$ cat src/design/rfs_pkg.sv
package rfs_pkg;

    // selector carried in s_tuser
    typedef enum logic [1:0] {
        FUNC_ENQUEUE   = 2'd0,
        FUNC_POLL      = 2'd1,
        FUNC_TX_START  = 2'd2,
        FUNC_TX_RESULT = 2'd3
    } func_t;

    // result kind carried in m_tuser
    typedef enum logic [2:0] {
        KIND_QUEUED  = 3'd0,
        KIND_DROPPED = 3'd1,
        KIND_FORWARD = 3'd2,
        KIND_NONE    = 3'd3,
        KIND_TX      = 3'd4
    } kind_t;

    typedef enum logic [1:0] {
        S_IDLE,
        S_HASH,
        S_SCAN,
        S_DONE
    } ctl_state_t;

    typedef enum logic [1:0] {
        H_IDLE,
        H_MUL_A,
        H_MUL_B,
        H_DIV
    } hash_state_t;

    localparam logic [1:0] CFG_LOCAL_ID  = 2'd0;
    localparam logic [1:0] CFG_MIN_DELAY = 2'd1;
    localparam logic [1:0] CFG_MAX_DELAY = 2'd2;
    localparam logic [1:0] CFG_RELAY_ROLE = 2'd3;

    localparam logic [63:0] RST_LOCAL_ID  = 64'd0;
    localparam logic [15:0] RST_MIN_DELAY = 16'd100;
    localparam logic [15:0] RST_MAX_DELAY = 16'd1000;
    localparam logic        RST_RELAY_ROLE = 1'b1;

    localparam logic [31:0] HASH_MUL_A = 32'h7FEB352D;
    localparam logic [31:0] HASH_MUL_B = 32'h846CA68B;

    // request travelling down the slot chain, one cell per cycle
    typedef struct packed {
        logic        busy;
        logic        poll;   // 1 poll for due slot, 0 store in free slot
        logic        hit;
        logic [31:0] stamp;  // due time on enqueue, current time on poll
        logic [9:0]  rssi;
        logic [7:0]  snr;
        logic [15:0] tag;
    } token_t;

    typedef struct packed {
        kind_t       kind;
        logic [15:0] delay;
        logic [15:0] tag;
        logic [9:0]  rssi;
        logic [7:0]  snr;
    } result_t;

endpackage

$ cat src/design/rfs_hash.sv
module rfs_hash (
    input  logic        aclk,
    input  logic        aresetn,
    input  logic        start,
    input  logic [31:0] seed,
    input  logic [31:0] mix_hi,
    input  logic [15:0] min_delay,
    input  logic [15:0] max_delay,
    output logic        done,
    output logic [15:0] delay
);

    localparam int DIV_ITERS = 16;  // two dividend bits per iteration

    rfs_pkg::hash_state_t state_reg, state_next;
    logic [31:0] v_reg, v_next;
    logic        round_reg, round_next;
    logic [31:0] dvd_reg, dvd_next;
    logic [16:0] rem_reg, rem_next;
    logic [16:0] width_reg, width_next;
    logic [3:0]  cnt_reg, cnt_next;
    logic        done_reg, done_next;
    logic [15:0] delay_reg, delay_next;

    logic [31:0] op_a, op_b, prod_a, prod_b;
    logic [31:0] dvd_w;
    logic [16:0] rem_w;
    logic [17:0] trial;

    function automatic logic [31:0] xs16(input logic [31:0] x);
        return x ^ (x >> 16);
    endfunction

    function automatic logic [31:0] xs15(input logic [31:0] x);
        return x ^ (x >> 15);
    endfunction

    // second round folds the high half of the local id in before the shift
    assign op_a   = round_reg ? xs16(xs16(v_reg) ^ mix_hi) : xs16(v_reg);
    assign op_b   = xs15(v_reg);
    assign prod_a = op_a * rfs_pkg::HASH_MUL_A;
    assign prod_b = op_b * rfs_pkg::HASH_MUL_B;

    // restoring remainder, two bits a cycle
    always_comb begin
        rem_w = rem_reg;
        dvd_w = dvd_reg;
        trial = '0;
        for (int i = 0; i < 2; i++) begin
            trial = {rem_w, dvd_w[31]};
            dvd_w = {dvd_w[30:0], 1'b0};
            if (trial >= {1'b0, width_reg}) begin
                trial = trial - {1'b0, width_reg};
            end
            rem_w = trial[16:0];
        end
    end

    always_comb begin
        state_next = state_reg;
        v_next     = v_reg;
        round_next = round_reg;
        dvd_next   = dvd_reg;
        rem_next   = rem_reg;
        width_next = width_reg;
        cnt_next   = cnt_reg;
        done_next  = 1'b0;
        delay_next = delay_reg;
        case (state_reg)
            rfs_pkg::H_IDLE: begin
                if (start) begin
                    v_next     = seed;
                    round_next = 1'b0;
                    if (max_delay < min_delay) begin
                        width_next = 17'd1;
                    end else begin
                        width_next = {1'b0, max_delay} - {1'b0, min_delay} + 17'd1;
                    end
                    state_next = rfs_pkg::H_MUL_A;
                end
            end
            rfs_pkg::H_MUL_A: begin
                v_next     = prod_a;
                state_next = rfs_pkg::H_MUL_B;
            end
            rfs_pkg::H_MUL_B: begin
                v_next = prod_b;
                if (round_reg) begin
                    dvd_next   = xs16(prod_b);
                    rem_next   = '0;
                    cnt_next   = '0;
                    state_next = rfs_pkg::H_DIV;
                end else begin
                    round_next = 1'b1;
                    state_next = rfs_pkg::H_MUL_A;
                end
            end
            rfs_pkg::H_DIV: begin
                dvd_next = dvd_w;
                rem_next = rem_w;
                cnt_next = cnt_reg + 4'd1;
                if (cnt_reg == 4'(DIV_ITERS - 1)) begin
                    delay_next = min_delay + rem_w[15:0];
                    done_next  = 1'b1;
                    state_next = rfs_pkg::H_IDLE;
                end
            end
            default: begin
                state_next = rfs_pkg::H_IDLE;
            end
        endcase
    end

    always_ff @(posedge aclk) begin
        if (!aresetn) begin
            state_reg <= rfs_pkg::H_IDLE;
            done_reg  <= 1'b0;
        end else begin
            state_reg <= state_next;
            done_reg  <= done_next;
        end
    end

    always_ff @(posedge aclk) begin
        v_reg     <= v_next;
        round_reg <= round_next;
        dvd_reg   <= dvd_next;
        rem_reg   <= rem_next;
        width_reg <= width_next;
        cnt_reg   <= cnt_next;
        delay_reg <= delay_next;
    end

    assign done  = done_reg;
    assign delay = delay_reg;

endmodule

$ cat src/design/rfs_cell.sv
module rfs_cell (
    input  logic            aclk,
    input  logic            aresetn,
    input  rfs_pkg::token_t tok_i,
    output rfs_pkg::token_t tok_o
);

    logic        valid_reg, valid_next;
    logic [31:0] due_reg;
    logic [9:0]  rssi_reg;
    logic [7:0]  snr_reg;
    logic [15:0] tag_reg;

    rfs_pkg::token_t tok_reg, tok_next;
    logic [31:0] diff;
    logic        open, take_free, take_due;

    assign diff      = tok_i.stamp - due_reg;
    assign open      = tok_i.busy && !tok_i.hit;
    assign take_free = open && !tok_i.poll && !valid_reg;
    // wrap-aware: due once now - due is non-negative as a signed value
    assign take_due  = open && tok_i.poll && valid_reg && !diff[31];

    always_comb begin
        tok_next   = tok_i;
        valid_next = valid_reg;
        if (take_free) begin
            tok_next.hit = 1'b1;
            valid_next   = 1'b1;
        end
        if (take_due) begin
            tok_next.hit  = 1'b1;
            tok_next.rssi = rssi_reg;
            tok_next.snr  = snr_reg;
            tok_next.tag  = tag_reg;
            valid_next    = 1'b0;
        end
    end

    always_ff @(posedge aclk) begin
        if (!aresetn) begin
            valid_reg <= 1'b0;
            tok_reg   <= '0;
        end else begin
            valid_reg <= valid_next;
            tok_reg   <= tok_next;
        end
    end

    always_ff @(posedge aclk) begin
        if (take_free) begin
            due_reg  <= tok_i.stamp;
            rssi_reg <= tok_i.rssi;
            snr_reg  <= tok_i.snr;
            tag_reg  <= tok_i.tag;
        end
    end

    assign tok_o = tok_reg;

endmodule

$ cat src/design/relay_forward_scheduler.sv
// Relay forward scheduler with QUEUE_DEPTH slots kept in a chain of cells. One item
// is worked at a time. Transmit items and refused polls go straight to the done
// state, which loads the output register once it is free. A poll sends a request
// down the slot chain, one cell a cycle, and its answer is formed as it leaves the
// last cell. An enqueue first runs the delay hash (four 32x32 multiplies, one a
// cycle, then a remainder unit that takes two bits a cycle), then the chain walk.
// The next input is taken once the result sits in the output register, even if it
// has not been taken yet. Configuration writes go through cfg_wr_en at any time but
// are meant for an idle block.
module relay_forward_scheduler #(
    parameter int QUEUE_DEPTH = 8
) (
    input  logic          aclk,
    input  logic          aresetn,

    input  logic          s_tvalid,
    output logic          s_tready,
    // source_id[63:0], sequence_req[95:64], rssi[105:96], snr[113:106],
    // packet_tag[129:114], now_time[161:130], tx_ok[162], zero fill
    input  logic [167:0]  s_tdata,
    // func[1:0]
    input  logic [1:0]    s_tuser,

    output logic          m_tvalid,
    input  logic          m_tready,
    // delay_ms[15:0], out_tag[31:16], out_rssi[41:32], out_snr[49:42],
    // queue_count[53:50], zero fill
    output logic [55:0]   m_tdata,
    // kind[2:0]
    output logic [2:0]    m_tuser,

    input  logic          cfg_wr_en,
    input  logic [1:0]    cfg_index,
    input  logic [63:0]   cfg_wdata
);

    localparam int CNT_W = $clog2(QUEUE_DEPTH + 1);

    // configuration
    logic [63:0] local_id_reg;
    logic [15:0] min_delay_reg;
    logic [15:0] max_delay_reg;
    logic        relay_role_reg;

    // input unpack
    rfs_pkg::func_t in_func;
    logic [63:0] in_src;
    logic [31:0] in_seq;
    logic [9:0]  in_rssi;
    logic [7:0]  in_snr;
    logic [15:0] in_tag;
    logic [31:0] in_now;

    assign in_func = rfs_pkg::func_t'(s_tuser);
    assign in_src  = s_tdata[63:0];
    assign in_seq  = s_tdata[95:64];
    assign in_rssi = s_tdata[105:96];
    assign in_snr  = s_tdata[113:106];
    assign in_tag  = s_tdata[129:114];
    assign in_now  = s_tdata[161:130];

    rfs_pkg::ctl_state_t state_reg, state_next;
    logic             tx_active_reg, tx_active_next;
    logic [CNT_W-1:0] count_reg, count_next;
    logic [CNT_W+3:0] count_ext;
    logic [31:0]      now_reg, now_next;
    logic [9:0]       rssi_reg, rssi_next;
    logic [7:0]       snr_reg, snr_next;
    logic [15:0]      tag_reg, tag_next;
    logic [15:0]      dly_reg, dly_next;
    rfs_pkg::token_t  launch_reg, launch_next;
    rfs_pkg::result_t res_reg, res_next;
    logic             m_valid_reg, m_valid_next;
    rfs_pkg::result_t m_res_reg, m_res_next;
    logic [3:0]       m_cnt_reg, m_cnt_next;

    logic        hash_start;
    logic [31:0] hash_seed;
    logic        hash_done;
    logic [15:0] hash_delay;

    rfs_pkg::token_t tok_chain [QUEUE_DEPTH+1];
    rfs_pkg::token_t chain_end;

    assign hash_seed = in_src[31:0] ^ in_src[63:32] ^ in_seq ^ local_id_reg[31:0];

    rfs_hash u_hash (
        .aclk      (aclk),
        .aresetn   (aresetn),
        .start     (hash_start),
        .seed      (hash_seed),
        .mix_hi    (local_id_reg[63:32]),
        .min_delay (min_delay_reg),
        .max_delay (max_delay_reg),
        .done      (hash_done),
        .delay     (hash_delay)
    );

    assign tok_chain[0] = launch_reg;

    for (genvar g = 0; g < QUEUE_DEPTH; g++) begin : g_slot
        rfs_cell u_cell (
            .aclk    (aclk),
            .aresetn (aresetn),
            .tok_i   (tok_chain[g]),
            .tok_o   (tok_chain[g+1])
        );
    end

    assign chain_end = tok_chain[QUEUE_DEPTH];
    assign count_ext = {4'b0000, count_reg};

    always_comb begin
        state_next     = state_reg;
        tx_active_next = tx_active_reg;
        count_next     = count_reg;
        now_next       = now_reg;
        rssi_next      = rssi_reg;
        snr_next       = snr_reg;
        tag_next       = tag_reg;
        dly_next       = dly_reg;
        launch_next    = '0;
        res_next       = res_reg;
        m_valid_next   = m_valid_reg && !m_tready;
        m_res_next     = m_res_reg;
        m_cnt_next     = m_cnt_reg;
        hash_start     = 1'b0;
        s_tready       = (state_reg == rfs_pkg::S_IDLE);
        case (state_reg)
            rfs_pkg::S_IDLE: begin
                if (s_tvalid) begin
                    now_next  = in_now;
                    rssi_next = in_rssi;
                    snr_next  = in_snr;
                    tag_next  = in_tag;
                    res_next  = '{kind: rfs_pkg::KIND_TX, default: '0};
                    case (in_func)
                        rfs_pkg::FUNC_ENQUEUE: begin
                            hash_start = 1'b1;
                            state_next = rfs_pkg::S_HASH;
                        end
                        rfs_pkg::FUNC_POLL: begin
                            if (relay_role_reg && !tx_active_reg) begin
                                launch_next.busy  = 1'b1;
                                launch_next.poll  = 1'b1;
                                launch_next.stamp = in_now;
                                state_next        = rfs_pkg::S_SCAN;
                            end else begin
                                res_next   = '{kind: rfs_pkg::KIND_NONE, default: '0};
                                state_next = rfs_pkg::S_DONE;
                            end
                        end
                        rfs_pkg::FUNC_TX_START: begin
                            tx_active_next = 1'b1;
                            state_next     = rfs_pkg::S_DONE;
                        end
                        rfs_pkg::FUNC_TX_RESULT: begin
                            tx_active_next = 1'b0;
                            state_next     = rfs_pkg::S_DONE;
                        end
                        default: begin
                            state_next = rfs_pkg::S_IDLE;
                        end
                    endcase
                end
            end
            rfs_pkg::S_HASH: begin
                if (hash_done) begin
                    dly_next          = hash_delay;
                    launch_next.busy  = 1'b1;
                    launch_next.stamp = now_reg + {16'd0, hash_delay};
                    launch_next.rssi  = rssi_reg;
                    launch_next.snr   = snr_reg;
                    launch_next.tag   = tag_reg;
                    state_next        = rfs_pkg::S_SCAN;
                end
            end
            rfs_pkg::S_SCAN: begin
                if (chain_end.busy) begin
                    res_next = '{kind: rfs_pkg::KIND_NONE, default: '0};
                    if (chain_end.poll) begin
                        if (chain_end.hit) begin
                            res_next.kind = rfs_pkg::KIND_FORWARD;
                            res_next.tag  = chain_end.tag;
                            res_next.rssi = chain_end.rssi;
                            res_next.snr  = chain_end.snr;
                            count_next    = count_reg - CNT_W'(1);
                        end
                    end else begin
                        res_next.delay = dly_reg;
                        if (chain_end.hit) begin
                            res_next.kind = rfs_pkg::KIND_QUEUED;
                            count_next    = count_reg + CNT_W'(1);
                        end else begin
                            res_next.kind = rfs_pkg::KIND_DROPPED;
                        end
                    end
                    state_next = rfs_pkg::S_DONE;
                end
            end
            rfs_pkg::S_DONE: begin
                if (!m_valid_reg || m_tready) begin
                    m_valid_next = 1'b1;
                    m_res_next   = res_reg;
                    m_cnt_next   = count_ext[3:0];
                    state_next   = rfs_pkg::S_IDLE;
                end
            end
            default: begin
                state_next = rfs_pkg::S_IDLE;
            end
        endcase
    end

    always_ff @(posedge aclk) begin
        if (!aresetn) begin
            state_reg     <= rfs_pkg::S_IDLE;
            tx_active_reg <= 1'b0;
            count_reg     <= '0;
            launch_reg    <= '0;
            m_valid_reg   <= 1'b0;
        end else begin
            state_reg     <= state_next;
            tx_active_reg <= tx_active_next;
            count_reg     <= count_next;
            launch_reg    <= launch_next;
            m_valid_reg   <= m_valid_next;
        end
    end

    always_ff @(posedge aclk) begin
        now_reg   <= now_next;
        rssi_reg  <= rssi_next;
        snr_reg   <= snr_next;
        tag_reg   <= tag_next;
        dly_reg   <= dly_next;
        res_reg   <= res_next;
        m_res_reg <= m_res_next;
        m_cnt_reg <= m_cnt_next;
    end

    always_ff @(posedge aclk) begin
        if (!aresetn) begin
            local_id_reg   <= rfs_pkg::RST_LOCAL_ID;
            min_delay_reg  <= rfs_pkg::RST_MIN_DELAY;
            max_delay_reg  <= rfs_pkg::RST_MAX_DELAY;
            relay_role_reg <= rfs_pkg::RST_RELAY_ROLE;
        end else if (cfg_wr_en) begin
            case (cfg_index)
                rfs_pkg::CFG_LOCAL_ID:   local_id_reg   <= cfg_wdata;
                rfs_pkg::CFG_MIN_DELAY:  min_delay_reg  <= cfg_wdata[15:0];
                rfs_pkg::CFG_MAX_DELAY:  max_delay_reg  <= cfg_wdata[15:0];
                rfs_pkg::CFG_RELAY_ROLE: relay_role_reg <= cfg_wdata[0];
                default: begin
                end
            endcase
        end
    end

    assign m_tvalid = m_valid_reg;
    assign m_tdata  = {2'b00, m_cnt_reg, m_res_reg.snr, m_res_reg.rssi,
                       m_res_reg.tag, m_res_reg.delay};
    assign m_tuser  = m_res_reg.kind;

    a_count_bound: assert property (@(posedge aclk) disable iff (!aresetn)
        count_reg <= CNT_W'(QUEUE_DEPTH))
        else $error("slot count above queue depth");

    a_chain_in_scan: assert property (@(posedge aclk) disable iff (!aresetn)
        chain_end.busy |-> state_reg == rfs_pkg::S_SCAN)
        else $error("request left the slot chain outside the scan state");

    a_hash_in_wait: assert property (@(posedge aclk) disable iff (!aresetn)
        hash_done |-> state_reg == rfs_pkg::S_HASH)
        else $error("hash finished while not waiting for it");

    a_forward_nonempty: assert property (@(posedge aclk) disable iff (!aresetn)
        (state_reg == rfs_pkg::S_SCAN && chain_end.busy && chain_end.poll && chain_end.hit)
        |-> count_reg != '0)
        else $error("forward issued from an empty queue");

endmodule

$ cat config.mk
export PLATFORM = sky130hd
export DESIGN_NAME = relay_forward_scheduler
export DESIGN_NICKNAME = d
export VERILOG_FILES = /design/src/design/rfs_pkg.sv /design/src/design/rfs_hash.sv /design/src/design/rfs_cell.sv /design/src/design/relay_forward_scheduler.sv
export SDC_FILE = /design/constraint.sdc
export NUM_CORES = 2
export LEC_CHECK = 0
export BUFFER_PORTS_ARGS = -buffer_cell sky130_fd_sc_hd__buf_2
export CORE_AREA = 2 2 519 521
export CTS_BUF_LIST = sky130_fd_sc_hd__clkbuf_4 sky130_fd_sc_hd__clkbuf_8
export DETAILED_ROUTE_END_ITERATION = 10
export DIE_AREA = 0 0 521 523
export GPL_TIMING_DRIVEN = 0
export PLACE_DENSITY = 0.46
export SLEW_MARGIN = 10
export SYNTH_ARGS = -nofsm -noshare
export SYNTH_HDL_FRONTEND = slang
export SYNTH_SLANG_ARGS = --single-unit
$ cat constraint.sdc
create_clock -name aclk -period 9.17 [get_ports aclk]
set_input_delay 1.834 -clock aclk [delete_from_list [all_inputs] [get_ports aclk]]
set_output_delay 1.834 -clock aclk [all_outputs]
set_load 0.005 [all_outputs]
# Yosys cells after proc, flatten, opt, wreduce, memory -nomap -nowiden
# Index checks and enable logic that the tools add are counted.
# totals
ram_bits,0
output_inout_bits,61
romBits,0
register_bits,1544
latch_bits,0
n_memories,0
inputBits,241
# classes
shifts,0
bitwise,9
n_mux,79
mul,2
div_mod_pow,0
n_eq_ne,20
order_cmp,3
n_reduce_logical,124
add_sub_neg,17
# ops
cell,n
2-to-1 mux 34 bit,10
subtractor 32 bit,8
2-to-1 mux 53 bit,4
2-to-1 mux 32 bit,6
case mux 32 bit (2 select lines),2
bitwise XOR 32 bit,4
case mux 53 bit (2 select lines),1
case mux 32 bit (3 select lines),1
bitwise XOR 32 x 16 -> 32 bit,3
2-to-1 mux 66 bit,1
2-to-1 mux 17 bit,3
logical AND 1 bit,50
>= comparator 18 x 17 -> 1 bit,2
zero test 1 bit,35
case mux 17 bit (2 select lines),1
subtractor 17 bit,2
adder 32 x 16 -> 32 bit,1
multiplier 32 x 31 -> 32 bit (second input constant),1
multiplier 32 x 32 -> 32 bit (second input constant),1
bitwise XOR 32 x 17 -> 32 bit,1
AND reduction 2 bit,14
2-to-1 mux 1 bit,27
2-to-1 mux 2 bit,10
OR reduction 2 bit,9
25 further kinds,57

# Depth between registers and ports, before layout
# logic_depth
depth_word,6
depth_mapped,37
mapped_depth_nobuf,34

# Hierarchy
# From an unflattened synthesis, not the netlist that was laid out.
# unflattened
cells_unflattened,7222
hier_area_um2,81513.2
# modules_own_cells
mod,seq_area_each_um2,cells_per_inst,area_each_um2,n_inst
rfs_cell,3383.2,413,5146.2,8
rfs_hash,3633.5,2743,26431.6,1
relay_forward_scheduler,9228.9,1175,13912.1,1

# Worst setup path before layout
# OpenSTA, ideal clock, no wires.
# synth_timing
kind,register to register
from,register u_hash.round_reg
to,"register u_hash.v_reg[31], data pin"
path_slack_ns,1.390
path_buffers,2
path_stages_with_launch,27
arrival_ns,7.510
path_cell_list,edfxtp_1 -> buf_2 -> buf_2 -> a21oi_1 -> xor2_1 -> inv_1 -> xnor2_1 -> ha_1 -> or2_2 -> fa_1 -> fa_1 -> inv_1 -> fa_1 -> fa_1 -> fa_1 -> fa_1 -> fa_1 -> xnor2_1 -> xnor2_1 -> xnor2_1 -> xnor2_1 -> xnor2_1 -> xnor2_1 -> xnor2_1 -> xnor2_1 -> a221oi_1 -> a21oi_1
# synth_via
elab_chain_cells,3
# synth_rtl
element,line,rtl
from (decl),rfs_hash.sv:17,"logic round_reg, round_next;"
from (signal assigned),rfs_hash.sv:126,round_reg <= round_next;
2-to-1 mux 32 bit,rfs_hash.sv:39,assign op_a = round_reg ? xs16(xs16(v_reg) ^ mix_hi) : xs16(v_reg);
multiplier 32 x 31 -> 32 bit,rfs_hash.sv:41,assign prod_a = op_a * rfs_pkg::HASH_MUL_A;
case mux 32 bit (3 select lines),rfs_hash.sv:69,case (state_reg)
net u_hash.v_next[31],rfs_hash.sv:16,"logic [31:0] v_reg, v_next;"
to (signal assigned),rfs_hash.sv:125,v_reg <= v_next;
to (decl),rfs_hash.sv:16,
# The timed path passes the listed nets, and every way through them passes these cells.
# A chain may end at the register's enable or synchronous reset.

# Final worst setup path
# layout_timing
from,register u_hash.v_reg[21]
to,"register u_hash.v_reg[31], data pin"
# layout_via
elab_chain_cells,6
word_cells_on_any_way,8
cone_classes,mul: 2; mux: 2; bitwise: 4
# layout_rtl
element,line,rtl
bitwise XOR 32 x 16 -> 32 bit,rfs_hash.sv:31,return x ^ (x >> 16);
bitwise XOR 32 bit,rfs_hash.sv:39,
bitwise XOR 32 x 16 -> 32 bit,rfs_hash.sv:31,
2-to-1 mux 32 bit,rfs_hash.sv:39,
multiplier 32 x 31 -> 32 bit,rfs_hash.sv:41,
case mux 32 bit (3 select lines) (*),rfs_hash.sv:69,
net u_hash.v_next[31],rfs_hash.sv:16,
# Mark *: on every way through the listed nets, which the timed path passes. The rest lies on a longest branch.

==> flow_summary.toml <==
[synthesis]
synthFlopType = "edfxtp_1"
yosysTopAreaCell = "edfxtp_1"
synth_common_cells = "inv_1, edfxtp_1, ha_1"
synth_edf_count = 839
yosysTopAreaCellShare_pct = 31.7
synth_area_mm2 = 0.0796
synth_cell_types = 84
synth_seq_cells = 1543
synth_area_per_cell_um2 = 11.4
netlist_instances = 6981
ys_seq_area_share_pct = 49.4
synth_area_leaders = "edfxtp_1, dfxtp_1, ha_1"
synth.most_common_cell = "inv_1"
synth_warnings = 0
async_flop_share_pct = 0

[drt]
wl_per_cell_um = 18.4
drt-initial-drc-count = 2130
ant_nets = 0
via_per_inst = 4.40
num_vias = 50100
drc = 0
dr.pass1.iters = 5
drt_wl_total_mm = 210

[timing]
fin_crit_sh_pct = 96.3
slew_headroom_pct = 20.3
drv_slew = 0
final.setup_skew_ns = 0.0761
layout_setup_ws_ns = 0.340
layout_min_cycle_time_ns = 8.83
rsz0062_at_grt = "yes"
tightest_slew_ns = 1.20
setup-violations-final = 0
hold_viol = 0
fmax_ghz = 0.113

[clocking]
clk_path_buf_depth = 4
htree_levels = 5
cts.sinks = 1543
hold_buffers = 0
cts_root_buffer = "clkbuf_8"
cts_tree = "done"
numCtsBuffers = 285
insertion_delay_ns = 0.91
clk_pin_slew_ns = 0.06

[setup_path]
cpMostUsedCell = "fa_1"
cpMaxStageDelayCell = "edfxtp_1"
slowest_delay_ns = 0.85
endpoint_kind = "flop"
critical_path_buf_inv_count = 4
worstPathRequired_ns = 9.79
cp_max_fo = 9
crit_family = "adder cells"
criticalPathCategory = "reg -> reg"
arrival_ns = 9.45
start_kind = "flop"

[placement]
dpl_cell_area_mm2 = 0.0863
dp_slack_ns = -0.377
dp_cells = 10900
dp_hpwl_mm = 169
port_buffers = 292
routabilityCongestion = 0.869

[floorplanning]
core-area_mm2 = 0.267
core.rowCount = 190
die_x_um = 521
die_area_mm2 = 0.272
initial_utilization_pct = 29.8
die_h_um = 523
ios = 302

[grt]
grt_pass1_wl_mm = 319
grt_max_degree = 40
antenna_found_initial = 18
grt_overflow = 0
track_usage_pct = 15.3
grt_pass1_vias = 52700

[hold_path]
hp-class = "reg -> reg"

[finish]
areaGrowthSynthToFinish_pct = 16.4
design_area_mm2 = 0.0927
nNetsFinal = 8954
drive_above_1_share_pct = 12.5
final_cells = 11400
largest_register_ffs = 520

[run_status]
status = "finished, final reports clean"

[run]
maxCapViolCount = 0
-- cell families (layout without fill, tap and decap cells) --
logic type | Yosys count | after routing | synth area share (%)
XOR/XNOR | 402 | 402 | 4.46
adder cells (fa/ha/maj) | 1100 | 1100 | 20.7
other | 1 | 7 | 0.00471
AO/OA/AOI/OAI | 925 | 925 | 7.33
AND/OR/NAND/NOR | 1603 | 1603 | 9.70
multiplexers | 207 | 207 | 2.65
buffers and inverters | 1200 | 2056 | 5.76
flip-flops | 1543 | 1543 | 49.4
-- layer usage --
| layer | track usage, % | vias up | share of wire (%) |
|---|---|---|---|
| li1 | - | 24700 | - |
| met1 | 18.5 | 24000 | 42 |
| met2 | 27.6 | 920 | 51 |
| met3 | 2.19 | 410 | 3.4 |
| met4 | 5.69 | 8 | 3.7 |
| met5 | 0 | - | 0.025 |
-- per-stage QoR --
| stage | utilization (%) | hold WS [ns] | TNS, ns |
|---|---|---|---|
| after floorplan | - | 0.400 | 0 |
| after global placement | 32.0 | 0.411 | -16.02 |
| after detailed placement | 32.3 | 0.405 | -1.43 |
| after CTS | 34.6 | 0.383 | 0 |
| after global routing | 34.7 | 0.402 | -0.0672 |
| final | 34.7 | 0.393 | 0 |
-- cell usage in the layout (no fill, tap or decap), drive strengths merged, types with 13 or more instances in the layout --
master	count
fa	366
o211ai	24
o21a	29
and2	336
nand4	52
nor2b	40
o21ai	249
clkinv	43
buf	375
a21o	135
dfxtp	704
a221oi	28
and3	32
nand2	572
inv	1002
o21bai	18
edfxtp	839
nor2	278
a211oi	25
a21oi	277
a22oi	14
ha	734
clkbuf	620
nand3	143
mux2i	183
mux2	24
a31oi	22
o31ai	13
nand2b	45
nor3	44
xor2	112
xnor2	288
-- worst paths after layout --
| check | cells past startpoint | to | from | slack, ns |
|---|---|---|---|---|
| worst max-delay path | 26 | u_hash.v_reg[31] | u_hash.v_reg[21] | 0.34 |
| worst min-delay path | 0 | m_tuser[2] | res_reg[52] | 0.39 |
| worst max register to register | 26 | u_hash.v_reg[31] | u_hash.v_reg[21] | 0.34 |
| worst min register to register | 0 | m_tuser[2] | res_reg[52] | 0.39 |
-- cell type report --
cell class	instances	area, µm²
sequential	1543	39300
clock buffer	444	5400
tap	3552	4440
fill	26800	174000
clock inverter	68	588
timing repair buffer	344	2150
multi-input combinational	4239	36200
inverter	993	3730
buffer	207	867
antenna	5	12.5
-- what timing repair did --
item | in CTS | in global routing
pin swaps | 1 | 1
setup endpoints to repair | 7 | 8
gates resized for setup | 7 | 26
buffers inserted | 2 | 6
Power is left out: the tool's default activity adds up to more than one toggle a clock period on the data nets, which glitch-free logic cannot reach.
